===== src/hdl/lssa_pkg.sv =====
package lssa_pkg;

	// Fixed geometry of the allocator.
	localparam int MAX_SEGMENTS      = 64;
	localparam int HEADER_BYTES      = 20;
	// Object sizes are rounded up to this granule, which must be a power of two.
	localparam int ALIGN_BYTES       = 4;
	localparam int MAX_SEGMENT_BYTES = 1048576;

	// Field widths of the channels.
	localparam int KEY_W    = 8;
	localparam int VALUE_W  = 21;
	localparam int OBJ_W    = 22;
	localparam int OBJOUT_W = 21;
	localparam int IDX_W    = 6;
	localparam int OFF_W    = 20;
	localparam int CAP_W    = 21;
	localparam int CFG_W    = 21;
	localparam int CFGIDX_W = 2;

	localparam logic [CAP_W-1:0] SEGMENT_BYTES_RESET = 21'd1048576;
	localparam logic [6:0]       SEGMENT_COUNT_RESET = 7'd64;

	typedef enum logic [CFGIDX_W-1:0] {
		REG_SEGMENT_BYTES = 2'd0,
		REG_SEGMENT_COUNT = 2'd1
	} reg_index_t;

	typedef enum logic [1:0] {
		ST_STORED    = 2'd0,
		ST_TOO_LARGE = 2'd1,
		ST_NO_SPACE  = 2'd2
	} status_t;

	// Placement outcome handed from the placement unit to the result register.
	typedef struct packed {
		status_t           status;
		logic [IDX_W-1:0]  segment_index;
		logic [OFF_W-1:0]  byte_offset;
		logic              evicted;
		logic [IDX_W-1:0]  evicted_segment;
	} place_result_t;

endpackage


===== src/hdl/log_segment_space_allocator_core.sv =====
// Log-structured segment ring allocator.
//
// A request transaction on the input channel (in_valid/in_ready) carries the
// key and value lengths of one object. Each request yields exactly one result
// transaction on the output channel (out_valid/out_ready): a status, the
// segment and byte offset where the object was placed, its aligned size with
// header, and whether the oldest segment was evicted to make room.
//
// The object size is computed and registered in the input stage on acceptance;
// the placement against the ring state is decided and registered in the result
// register, together with the ring state (head, tail, write offset), when the
// input stage advances: one request per cycle while the receiver keeps up.
// If the receiver stalls, the result register holds its transaction and one
// further request waits in the input stage; in_ready falls only when both
// are full.
//
// Reset empties the ring and sets the segment size to 1 MiB and the segment
// count to 64. A write to either configuration register also empties the
// ring; writes are expected only while no request is in flight.
module log_segment_space_allocator_core #(
	parameter int MAX_SEGMENTS = lssa_pkg::MAX_SEGMENTS
) (
	input  logic                               clk,
	input  logic                               arst_n,
	input  logic                               cfg_we,
	input  logic [lssa_pkg::CFGIDX_W-1:0]      cfg_index,
	input  logic [lssa_pkg::CFG_W-1:0]         cfg_data,
	input  logic                               in_valid,
	output logic                               in_ready,
	input  logic [lssa_pkg::KEY_W-1:0]         key_length,
	input  logic [lssa_pkg::VALUE_W-1:0]       value_length,
	output logic                               out_valid,
	input  logic                               out_ready,
	output logic [1:0]                         status,
	output logic [lssa_pkg::IDX_W-1:0]         segment_index,
	output logic [lssa_pkg::OFF_W-1:0]         byte_offset,
	output logic [lssa_pkg::OBJOUT_W-1:0]      object_bytes,
	output logic                               evicted,
	output logic [lssa_pkg::IDX_W-1:0]         evicted_segment
);

	localparam int N_W = $clog2(MAX_SEGMENTS + 1);

	// Configuration registers.
	logic [lssa_pkg::CAP_W-1:0]      seg_bytes_q;
	logic [6:0]                      seg_count_q;
	logic [lssa_pkg::CAP_W-1:0]      capacity;
	logic [N_W-1:0]                  ring_n;
	logic                            cfg_clear;

	// Input stage and result register.
	logic                            valid_s1;
	logic [lssa_pkg::OBJ_W-1:0]      obj_s1;
	logic [lssa_pkg::OBJOUT_W-1:0]   obj_sat_s1;
	logic                            out_valid_q;
	lssa_pkg::place_result_t         result_q;
	logic [lssa_pkg::OBJOUT_W-1:0]   obj_sat_q;

	logic [lssa_pkg::OBJ_W-1:0]      obj_bytes;
	logic [lssa_pkg::OBJOUT_W-1:0]   obj_bytes_sat;
	lssa_pkg::place_result_t         place_result;
	logic                            in_accept;
	logic                            advance;

	// A write to either register restarts the ring from segment zero.
	assign cfg_clear = cfg_we && (cfg_index == lssa_pkg::REG_SEGMENT_BYTES
		|| cfg_index == lssa_pkg::REG_SEGMENT_COUNT);

	always_ff @(posedge clk or negedge arst_n) begin
		if (!arst_n) begin
			seg_bytes_q <= lssa_pkg::SEGMENT_BYTES_RESET;
			seg_count_q <= lssa_pkg::SEGMENT_COUNT_RESET;
		end else if (cfg_we) begin
			case (cfg_index)
				lssa_pkg::REG_SEGMENT_BYTES: begin
					seg_bytes_q <= cfg_data;
				end
				lssa_pkg::REG_SEGMENT_COUNT: begin
					seg_count_q <= cfg_data[6:0];
				end
				default: begin
				end
			endcase
		end
	end

	// Effective capacity and ring size: out-of-range values are clamped.
	always_comb begin
		if (32'(seg_bytes_q) > 32'(lssa_pkg::MAX_SEGMENT_BYTES)) begin
			capacity = lssa_pkg::CAP_W'(lssa_pkg::MAX_SEGMENT_BYTES);
		end else begin
			capacity = seg_bytes_q;
		end
		if (seg_count_q == 7'd0) begin
			ring_n = N_W'(1);
		end else if (32'(seg_count_q) > 32'(MAX_SEGMENTS)) begin
			ring_n = N_W'(MAX_SEGMENTS);
		end else begin
			ring_n = N_W'(seg_count_q);
		end
	end

	// The input stage moves on whenever the result register is free or being
	// emptied in the same cycle.
	assign advance   = valid_s1 && (!out_valid_q || out_ready);
	assign in_ready  = !valid_s1 || advance;
	assign in_accept = in_valid && in_ready;

	lssa_size u_size (
		.key_length    (key_length),
		.value_length  (value_length),
		.obj_bytes     (obj_bytes),
		.obj_bytes_sat (obj_bytes_sat)
	);

	always_ff @(posedge clk or negedge arst_n) begin
		if (!arst_n) begin
			valid_s1 <= 1'b0;
		end else if (in_accept) begin
			valid_s1 <= 1'b1;
		end else if (advance) begin
			valid_s1 <= 1'b0;
		end
	end

	always_ff @(posedge clk) begin
		if (in_accept) begin
			obj_s1     <= obj_bytes;
			obj_sat_s1 <= obj_bytes_sat;
		end
	end

	lssa_place #(
		.MAX_SEGMENTS (MAX_SEGMENTS)
	) u_place (
		.clk       (clk),
		.arst_n    (arst_n),
		.clear     (cfg_clear),
		.update    (advance),
		.obj_bytes (obj_s1),
		.capacity  (capacity),
		.ring_n    (ring_n),
		.result    (place_result)
	);

	always_ff @(posedge clk or negedge arst_n) begin
		if (!arst_n) begin
			out_valid_q <= 1'b0;
		end else if (advance) begin
			out_valid_q <= 1'b1;
		end else if (out_ready) begin
			out_valid_q <= 1'b0;
		end
	end

	always_ff @(posedge clk) begin
		if (advance) begin
			result_q  <= place_result;
			obj_sat_q <= obj_sat_s1;
		end
	end

	assign out_valid       = out_valid_q;
	assign status          = result_q.status;
	assign segment_index   = result_q.segment_index;
	assign byte_offset     = result_q.byte_offset;
	assign object_bytes    = obj_sat_q;
	assign evicted         = result_q.evicted;
	assign evicted_segment = result_q.evicted_segment;

	// An eviction always comes with a placement at the start of a segment.
	a_evict_stores: assert property (@(posedge clk) disable iff (!arst_n)
		(out_valid_q && result_q.evicted) |->
			(result_q.status == lssa_pkg::ST_STORED && result_q.byte_offset == '0))
		else $error("eviction reported without a fresh placement");

	// A rejected request leaves placement fields at zero.
	a_reject_clean: assert property (@(posedge clk) disable iff (!arst_n)
		(out_valid_q && result_q.status != lssa_pkg::ST_STORED) |->
			(result_q.segment_index == '0 && result_q.byte_offset == '0
			&& !result_q.evicted))
		else $error("rejected request carries placement fields");

	// A request that leaves the input stage shows up as a result next cycle.
	a_advance_result: assert property (@(posedge clk) disable iff (!arst_n)
		advance |=> out_valid_q)
		else $error("advanced request lost before the result register");

	// An accepted request is held in the input stage.
	a_accept_held: assert property (@(posedge clk) disable iff (!arst_n)
		in_accept |=> valid_s1)
		else $error("accepted request not held in the input stage");

endmodule


===== src/hdl/lssa_size.sv =====
module lssa_size (
	input  logic [lssa_pkg::KEY_W-1:0]    key_length,
	input  logic [lssa_pkg::VALUE_W-1:0]  value_length,
	output logic [lssa_pkg::OBJ_W-1:0]    obj_bytes,
	output logic [lssa_pkg::OBJOUT_W-1:0] obj_bytes_sat
);

	localparam logic [lssa_pkg::OBJ_W-1:0] ALIGN_MASK =
		lssa_pkg::OBJ_W'(lssa_pkg::ALIGN_BYTES - 1);

	logic [lssa_pkg::OBJ_W-1:0] raw_bytes;

	always_comb begin
		raw_bytes = lssa_pkg::OBJ_W'(lssa_pkg::HEADER_BYTES)
			+ lssa_pkg::OBJ_W'(key_length)
			+ lssa_pkg::OBJ_W'(value_length);
		obj_bytes = (raw_bytes + ALIGN_MASK) & ~ALIGN_MASK;
		// The reported size saturates when the true size does not fit its field.
		if (obj_bytes > lssa_pkg::OBJ_W'({lssa_pkg::OBJOUT_W{1'b1}})) begin
			obj_bytes_sat = {lssa_pkg::OBJOUT_W{1'b1}};
		end else begin
			obj_bytes_sat = obj_bytes[lssa_pkg::OBJOUT_W-1:0];
		end
	end

endmodule


===== src/hdl/lssa_place.sv =====
module lssa_place #(
	parameter int MAX_SEGMENTS = lssa_pkg::MAX_SEGMENTS
) (
	input  logic                                       clk,
	input  logic                                       arst_n,
	input  logic                                       clear,
	input  logic                                       update,
	input  logic [lssa_pkg::OBJ_W-1:0]                 obj_bytes,
	input  logic [lssa_pkg::CAP_W-1:0]                 capacity,
	input  logic [$clog2(MAX_SEGMENTS+1)-1:0]          ring_n,
	output lssa_pkg::place_result_t                    result
);

	localparam int SEG_W = (MAX_SEGMENTS > 1) ? $clog2(MAX_SEGMENTS) : 1;
	localparam int N_W   = $clog2(MAX_SEGMENTS + 1);

	logic [SEG_W-1:0]                head_q;
	logic [SEG_W-1:0]                tail_q;
	logic [lssa_pkg::CAP_W-1:0]      offset_q;

	logic [SEG_W-1:0]                head_d;
	logic [SEG_W-1:0]                tail_d;
	logic [lssa_pkg::CAP_W-1:0]      offset_d;
	logic [SEG_W-1:0]                head_nx;
	logic [SEG_W-1:0]                tail_nx;
	logic [N_W-1:0]                  head_inc;
	logic [N_W-1:0]                  tail_inc;
	logic [lssa_pkg::CAP_W-1:0]      room;

	always_comb begin
		head_inc = N_W'(head_q) + N_W'(1);
		tail_inc = N_W'(tail_q) + N_W'(1);
		head_nx  = (head_inc >= ring_n) ? '0 : SEG_W'(head_inc);
		tail_nx  = (tail_inc >= ring_n) ? '0 : SEG_W'(tail_inc);
		room     = (offset_q <= capacity) ? capacity - offset_q : '0;

		head_d   = head_q;
		tail_d   = tail_q;
		offset_d = offset_q;
		result.status          = lssa_pkg::ST_STORED;
		result.segment_index   = '0;
		result.byte_offset     = '0;
		result.evicted         = 1'b0;
		result.evicted_segment = '0;

		if (obj_bytes > {1'b0, capacity}) begin
			result.status = lssa_pkg::ST_TOO_LARGE;
		end else if ({1'b0, room} >= obj_bytes) begin
			result.segment_index = lssa_pkg::IDX_W'(tail_q);
			result.byte_offset   = offset_q[lssa_pkg::OFF_W-1:0];
			offset_d             = offset_q + obj_bytes[lssa_pkg::CAP_W-1:0];
		end else if (tail_nx != head_q) begin
			tail_d               = tail_nx;
			offset_d             = obj_bytes[lssa_pkg::CAP_W-1:0];
			result.segment_index = lssa_pkg::IDX_W'(tail_nx);
		end else if (head_q == tail_q) begin
			result.status = lssa_pkg::ST_NO_SPACE;
		end else begin
			// Ring full: the oldest segment is dropped to make room.
			head_d                 = head_nx;
			tail_d                 = tail_nx;
			offset_d               = obj_bytes[lssa_pkg::CAP_W-1:0];
			result.segment_index   = lssa_pkg::IDX_W'(tail_nx);
			result.evicted         = 1'b1;
			result.evicted_segment = lssa_pkg::IDX_W'(head_q);
		end
	end

	always_ff @(posedge clk or negedge arst_n) begin
		if (!arst_n) begin
			head_q   <= '0;
			tail_q   <= '0;
			offset_q <= '0;
		end else if (clear) begin
			head_q   <= '0;
			tail_q   <= '0;
			offset_q <= '0;
		end else if (update) begin
			head_q   <= head_d;
			tail_q   <= tail_d;
			offset_q <= offset_d;
		end
	end

endmodule


===== config.mk =====
export PLATFORM = sky130hd
export DESIGN_NAME = log_segment_space_allocator_core
export DESIGN_NICKNAME = d
export VERILOG_FILES = /design/src/hdl/lssa_pkg.sv /design/src/hdl/log_segment_space_allocator_core.sv /design/src/hdl/lssa_size.sv /design/src/hdl/lssa_place.sv
export SDC_FILE = /design/constraint.sdc
export NUM_CORES = 1
export LEC_CHECK = 0
export BUFFER_PORTS_ARGS = -buffer_cell sky130_fd_sc_hd__clkbuf_2
export CAP_MARGIN = 20
export CORE_MARGIN = 5
export CORE_UTILIZATION = 40
export DETAILED_ROUTE_END_ITERATION = 10
export SLEW_MARGIN = 20
export SYNTH_ARGS = -nofsm -noshare
export SYNTH_HDL_FRONTEND = slang
export SYNTH_HIERARCHICAL = 1
export SYNTH_SLANG_ARGS = --single-unit

===== constraint.sdc =====
create_clock -name clk -period 9.1 [get_ports clk]
set_input_delay 1.365 -clock clk [delete_from_list [all_inputs] [get_ports clk]]
set_output_delay 1.365 -clock clk [all_outputs]
set_load 0.1 [all_outputs]

Word-level counts from Yosys, hierarchy flattened
Cells that the tools add are included.

Add/subtract/negate cells: 7. Magnitude comparators: 8. Equal/unequal tests: 9. Multiplexer cells: 36. Bitwise gates (word level): 1. Reductions and logical operators: 21.

Operators by type and width (count): 21-bit two-way mux (8); 6-bit two-way mux (17); 22-bit by 2-bit adder with 22-bit output (second input constant) (1); 22-bit by 21-bit adder with 22-bit output (1); 21-bit by 22-bit >= comparator with 1-bit output (1); 22-bit by 21-bit greater-than comparator with 1-bit output (1); 22-bit by 21-bit greater-than comparator with 1-bit output (second input constant) (1); 21-bit adder (1); 21-bit greater-than comparator (second input constant) (1); 21-bit <= comparator (1); 7-bit two-way mux (3); 21-bit subtractor (1); 6-bit by 1-bit adder with 7-bit output (second input constant) (2); 7-bit >= comparator (2); 5-bit by 8-bit adder with 9-bit output (first input constant) (1); 2-bit != test (second input constant) (4); 7-bit greater-than comparator (second input constant) (1); 7-bit zero test (1); 6-bit == test (1); 1-bit two-way mux (6); 6-bit != test (1); 2-bit nonzero test (3); 5-bit AND reduction (1); 2-bit two-way mux (2); other kinds (14) (20).

Flip-flop bits (word level): 160. Bits of input ports: 57. Output and inout bits: 58. Word-level logic and storage cells: 99.

Depth between registers and ports, before layout
Word-level depth: 11. Gate-level depth with buffers: 24. Gate-level depth less buffers: 21.

Cells and area by module
The synthesis kept the hierarchy.

By module, submodules not included: lssa_place (instances 1, cells each 784, area an instance 5881.9 µm², seq. area each 825.8 µm²); log_segment_space_allocator_core (instances 1, cells each 201, area an instance 4411.7 µm², seq. area each 3726.1 µm²); lssa_size (instances 1, cells each 131, area an instance 989.7 µm², seq. area each 0.0 µm²).

Least setup slack after synthesis
OpenSTA, ideal clock, no wires.

Path kind: flip-flop to flip-flop. Start: reg seg_bytes_q[20] (netlist name). End: reg result_q (netlist bit segment_index[4]), data pin. Library setup time: 0.258 ns. Arrival: 4.805 ns. Data required time: 8.842 ns. Slack: 4.038 ns. Stages on the path, launching flop included: 24. Path buffers: 3. Period minus slack after synthesis: 5.062 ns. Path through: dfstp_2 > clkbuf_1 > nor2b_1 > inv_1 > ha_1 > inv_1 > fa_1 > a211oi_1 > o21ai_0 > nand2_1 > a211oi_1 > o31ai_1 > a211o_1 > a21o_1 > a21oi_1 > ha_1 > nand4b_1 > or3_1 > o21ai_1 > clkbuf_1 > buf_1 > nor3_1 > a21oi_1 > nor2_1.

Word-level cells in the longest chain between the ends: 6. Elaborated cells on any way between the ends: 8. Those cells by class: 1 x add/sub; 4 x order compare; 3 x mux.

RTL lines: start, declared (RTL line log_segment_space_allocator_core.sv:45) `logic [lssa_pkg::CAP_W-1:0] seg_bytes_q;`; start signal, assigned (RTL line log_segment_space_allocator_core.sv:71) `seg_bytes_q <= lssa_pkg::SEGMENT_BYTES_RESET;`; start signal, assigned (RTL line log_segment_space_allocator_core.sv:76) `seg_bytes_q <= cfg_data;`; 21-bit greater-than comparator * (RTL line log_segment_space_allocator_core.sv:89) `if (32'(seg_bytes_q) > 32'(lssa_pkg::MAX_SEGMENT_BYTES)) begin`; 21-bit two-way mux * (RTL line log_segment_space_allocator_core.sv:89); via capacity, one bit (RTL line log_segment_space_allocator_core.sv:47) `logic [lssa_pkg::CAP_W-1:0] capacity;`; 21-bit subtractor or 21-bit <= comparator (tied branches) (RTL line lssa_place.sv:35) `room = (offset_q <= capacity) ? capacity - offset_q : '0;`; 21-bit two-way mux (RTL line lssa_place.sv:35); 21-bit by 22-bit >= comparator with 1-bit output (RTL line lssa_place.sv:48) `end else if ({1'b0, room} >= obj_bytes) begin`; 6-bit two-way mux (RTL line lssa_place.sv:48); end signal, assigned (RTL line log_segment_space_allocator_core.sv:158) `result_q <= place_result;`; end, declared (RTL line log_segment_space_allocator_core.sv:56) `lssa_pkg::place_result_t result_q;`.

Mark *: on every way through the listed nets, which the timed path passes. The rest lies on a longest branch. A chain may end at the register's enable or synchronous reset.

Worst setup path after layout
Start: reg seg_bytes_q[20] (netlist name). End: reg u_place/offset_q[14] (netlist name).

Word-level cells in the longest chain between the ends: 9. Elaborated cells on any way between the ends: 14. Those cells by class: 1 x add/sub; 4 x order compare; 2 x eq/ne; 6 x mux; 1 x reduce/logical.

RTL lines: 21-bit greater-than comparator * (RTL line log_segment_space_allocator_core.sv:89); 21-bit two-way mux * (RTL line log_segment_space_allocator_core.sv:89); via capacity, one bit (RTL line log_segment_space_allocator_core.sv:47); 21-bit subtractor or 21-bit <= comparator (tied branches) (RTL line lssa_place.sv:35); 21-bit two-way mux (RTL line lssa_place.sv:35); 21-bit by 22-bit >= comparator with 1-bit output (RTL line lssa_place.sv:48); 21-bit two-way mux (RTL line lssa_place.sv:48); 21-bit two-way mux (RTL line lssa_place.sv:46) `if (obj_bytes > {1'b0, capacity}) begin`; 21-bit two-way mux (RTL line lssa_place.sv:78) `end else if (update) begin`; 21-bit two-way mux (RTL line lssa_place.sv:74) `end else if (clear) begin`; end signal, assigned (RTL line lssa_place.sv:81) `offset_q <= offset_d;`; end, declared (RTL line lssa_place.sv:19) `logic [lssa_pkg::CAP_W-1:0] offset_q;`.

Mark *: on every way through the listed nets, which the timed path passes. The rest lies on a longest branch. The select of a mux whose other input is x is not followed.

==> reports/results.tsv <==
metric	value	unit
relative slew slack	32.3	%
htree depth	4	
Cell Count, Final, Fillers Out	1605	
largest net degree at the start of global routing	64	
Routability Congestion	0.910	
Post-CTS Resized	0	
Final #Nets	1387	
crit share post-route	70.1	%
vias	8706	
CTS tree	built	
postcts setup bufs	0	
die area	31700	um^2
Starting Density	40.6	%
f_max	157	MHz
Setup CP Type	reg -> reg	
share of cells above drive strength 1	18.2	%
total gr overflow	0	
placed cell count	1573	
die height	178	um
PwrDens	296	nW/um^2
Post-Synthesis Cells	1116	
DR iter-0 viols	690	
RSZ-0062 raised after global routing	no	
Max Slew Vio Count	0	
final setup violating endpoints	0	
most frequent cells in the layout	clkbuf_2, ha_1, edfxtp_1	
global-route wire length before repair	45.5	mm
I/O pin total	115	
Worst Path Max Fanout	23	
core box area	27800	um^2
final setup TNS	0	ns
setup slack at placement	2.98	ns
Worst setup EP type	flop	
Post-synth ARST share	38.9	%
Sequential cell area	4550	um^2
dpl hpwl	22.0	mm
VDD IR-drop max	0.000130	V
Final Hold Viols	0	
Fill cells	2666	
Clock Tree Root	clkbuf_16	
vias in the first global route	8558	
setup slack after layout	2.72	ns
Pwr Total	3770	uW
synth unique cells	90	
cts hold-fix bufs	0	
Slew @ Worst Pin	1.02	ns
Leakage Power	0.00571	uW
EDFF count, synth	99	
Die X	178	um
outcome	completed	
clk slew on worst S/H paths	0.07	ns
synthesized area per cell	10.1	um^2
Post-DRT Antenna Nets	0	
initial antenna violation count	0	
Yosys reg bits	162	
Post-synth top flop	edfxtp_1	
Core Rows	61	
Clock Tree Buf Depth	2	
DRC viols	0	
clock sink count	162	
n_diodes	0	
Ys Warns	6	
sequential area share after synthesis	40.3	%
Worst setup SP type	flop	
First-pass DRT Iterations	6	
cell area after synthesis	11300	um^2
worst path arrival time	6.74	ns
Layout Skew	0.0135	ns
multi-input logic area	6140	um^2
Tmin final	6.38	ns
GRT Util Overall	18.3	%
CP Data Required Time	9.47	ns
routed wire length	29.0	mm
Area Growth Syn to Fin	12.8	%
CTS Buf Count	17	
Max-Cap Viols	0	
Wirelength per Cell	18.1	um
Worst Hold Class	reg -> reg	
Skew-Pair Late Insertion Delay	0.44	ns
DR vias/cell	5.42	
IO buf count	114	
## state kept, by name (all words and copies together) (netlist names)
signal,cells
valid_s1,1
out_valid,1
byte_offset,20
obj_sat_s1,21
u_place/tail_q,6
obj_s1,22
u_place/head_q,6
evicted_segment,6
status,2
evicted,1
segment_index,6
object_bytes,21
seg_bytes_q,21
u_place/offset_q,21
seg_count_q,7
## layer usage
| metal | global-route usage [%] | wire length [um] | part of all wire (%) |
|---|---|---|---|
| met1 | 24.9 | 13300 | 46 |
| met2 | 30.4 | 13700 | 47 |
| met3 | 3.17 | 1560 | 5.4 |
| met4 | 4.45 | 465 | 1.6 |
| met5 | 0 | 0 | 0 |
## metrics by stage
step	cell area [um^2]	hold WS, ns	util [%]
global route	12700	0.428	45.8
floorplan	11300	0.400	-
global placement	12100	0.400	43.7
detailed placement	12100	0.405	43.7
finish	12700	0.420	45.8
CTS	12700	0.421	45.8
## final timing paths
| path | from | cells after the start | to | slack, ns |
|---|---|---|---|---|
| worst max-delay path | seg_bytes_q[20] | 20 | u_place/offset_q[14] | 2.72 |
| worst min-delay path | obj_sat_s1[8] | 0 | object_bytes[8] | 0.42 |
| worst max register to register | seg_bytes_q[20] | 20 | u_place/offset_q[14] | 2.72 |
| min in group asynchronous | arst_n | 2 | seg_count_q[0] | 1.13 |
| worst min register to register | obj_sat_s1[8] | 0 | object_bytes[8] | 0.42 |
| max in group asynchronous | arst_n | 2 | u_place/tail_q[2] | 7.39 |
## area by class of cell
cell class | count | share of cell area, %
multi-input cells | 816 | 48.2
flip-flops and latches | 162 | 35.8
repair buffers | 119 | 4.78
well taps | 378 | 3.71
clock buffers | 17 | 3.34
inverters | 98 | 2.89
clock inverters | 15 | 1.32
## Yosys cell counts, types with 21 or more instances
master,number,share of area [%]
dfrtp_1,61,14
a21oi_1,75,3.3
xor2_1,25,1.9
ha_1,113,13
inv_1,98,3.3
xnor2_1,28,2.2
nand2_1,71,2.4
clkbuf_1,21,0.70
mux2_4,27,3.6
a21o_1,24,1.6
nand2b_1,25,1.4
o21ai_0,34,1.5
edfxtp_1,99,26
nand3_1,25,1.1
nor2_1,80,2.7
nor2b_1,36,2.0
## critical path, cell delays in order, from the launching register on
cell and delay [ns]:
dfstp_2 0.80, nor2b_1 0.18, ha_1 0.34, nor2b_1 0.13
o21ai_0 0.25, a21oi_1 0.16, o211ai_1 0.36, a211o_1 0.21
a21boi_0 0.11, o22ai_1 0.29, buf_4 0.29, nor3_1 0.09
ha_1 0.30, a21o_1 0.16, a211oi_1 0.29, nand3_1 0.11
o21ai_0 0.33, o21a_1 0.70, nand2_1 0.29, nor3_1 0.63
a221o_1 0.26
## kinds of logic (layout without fill, tap and decap cells)
family | after synthesis | count (layout) | synth area share, %
xor gates and xnor gates | 54 | 54 | 4.36
adders and majority gates | 116 | 116 | 13.1
DFF | 162 | 162 | 40.3
other | 1 | 2 | 0.0332
buffers and inverters | 139 | 249 | 5.36
and+or+nand+nor | 333 | 333 | 15.2
muxes | 49 | 49 | 5.72
AOI/OAI and AO/OA | 262 | 262 | 15.9
## where the power goes
| group | internal [uW] | switching, uW | leakage, uW |
|---|---|---|---|
| sequential | 919 | 99.5 | 0.00175 |
| combinational | 752 | 1270 | 0.00367 |
| clock | 392 | 344 | 0.000291 |
No activity file was read; power rests on OpenSTA's default activity.
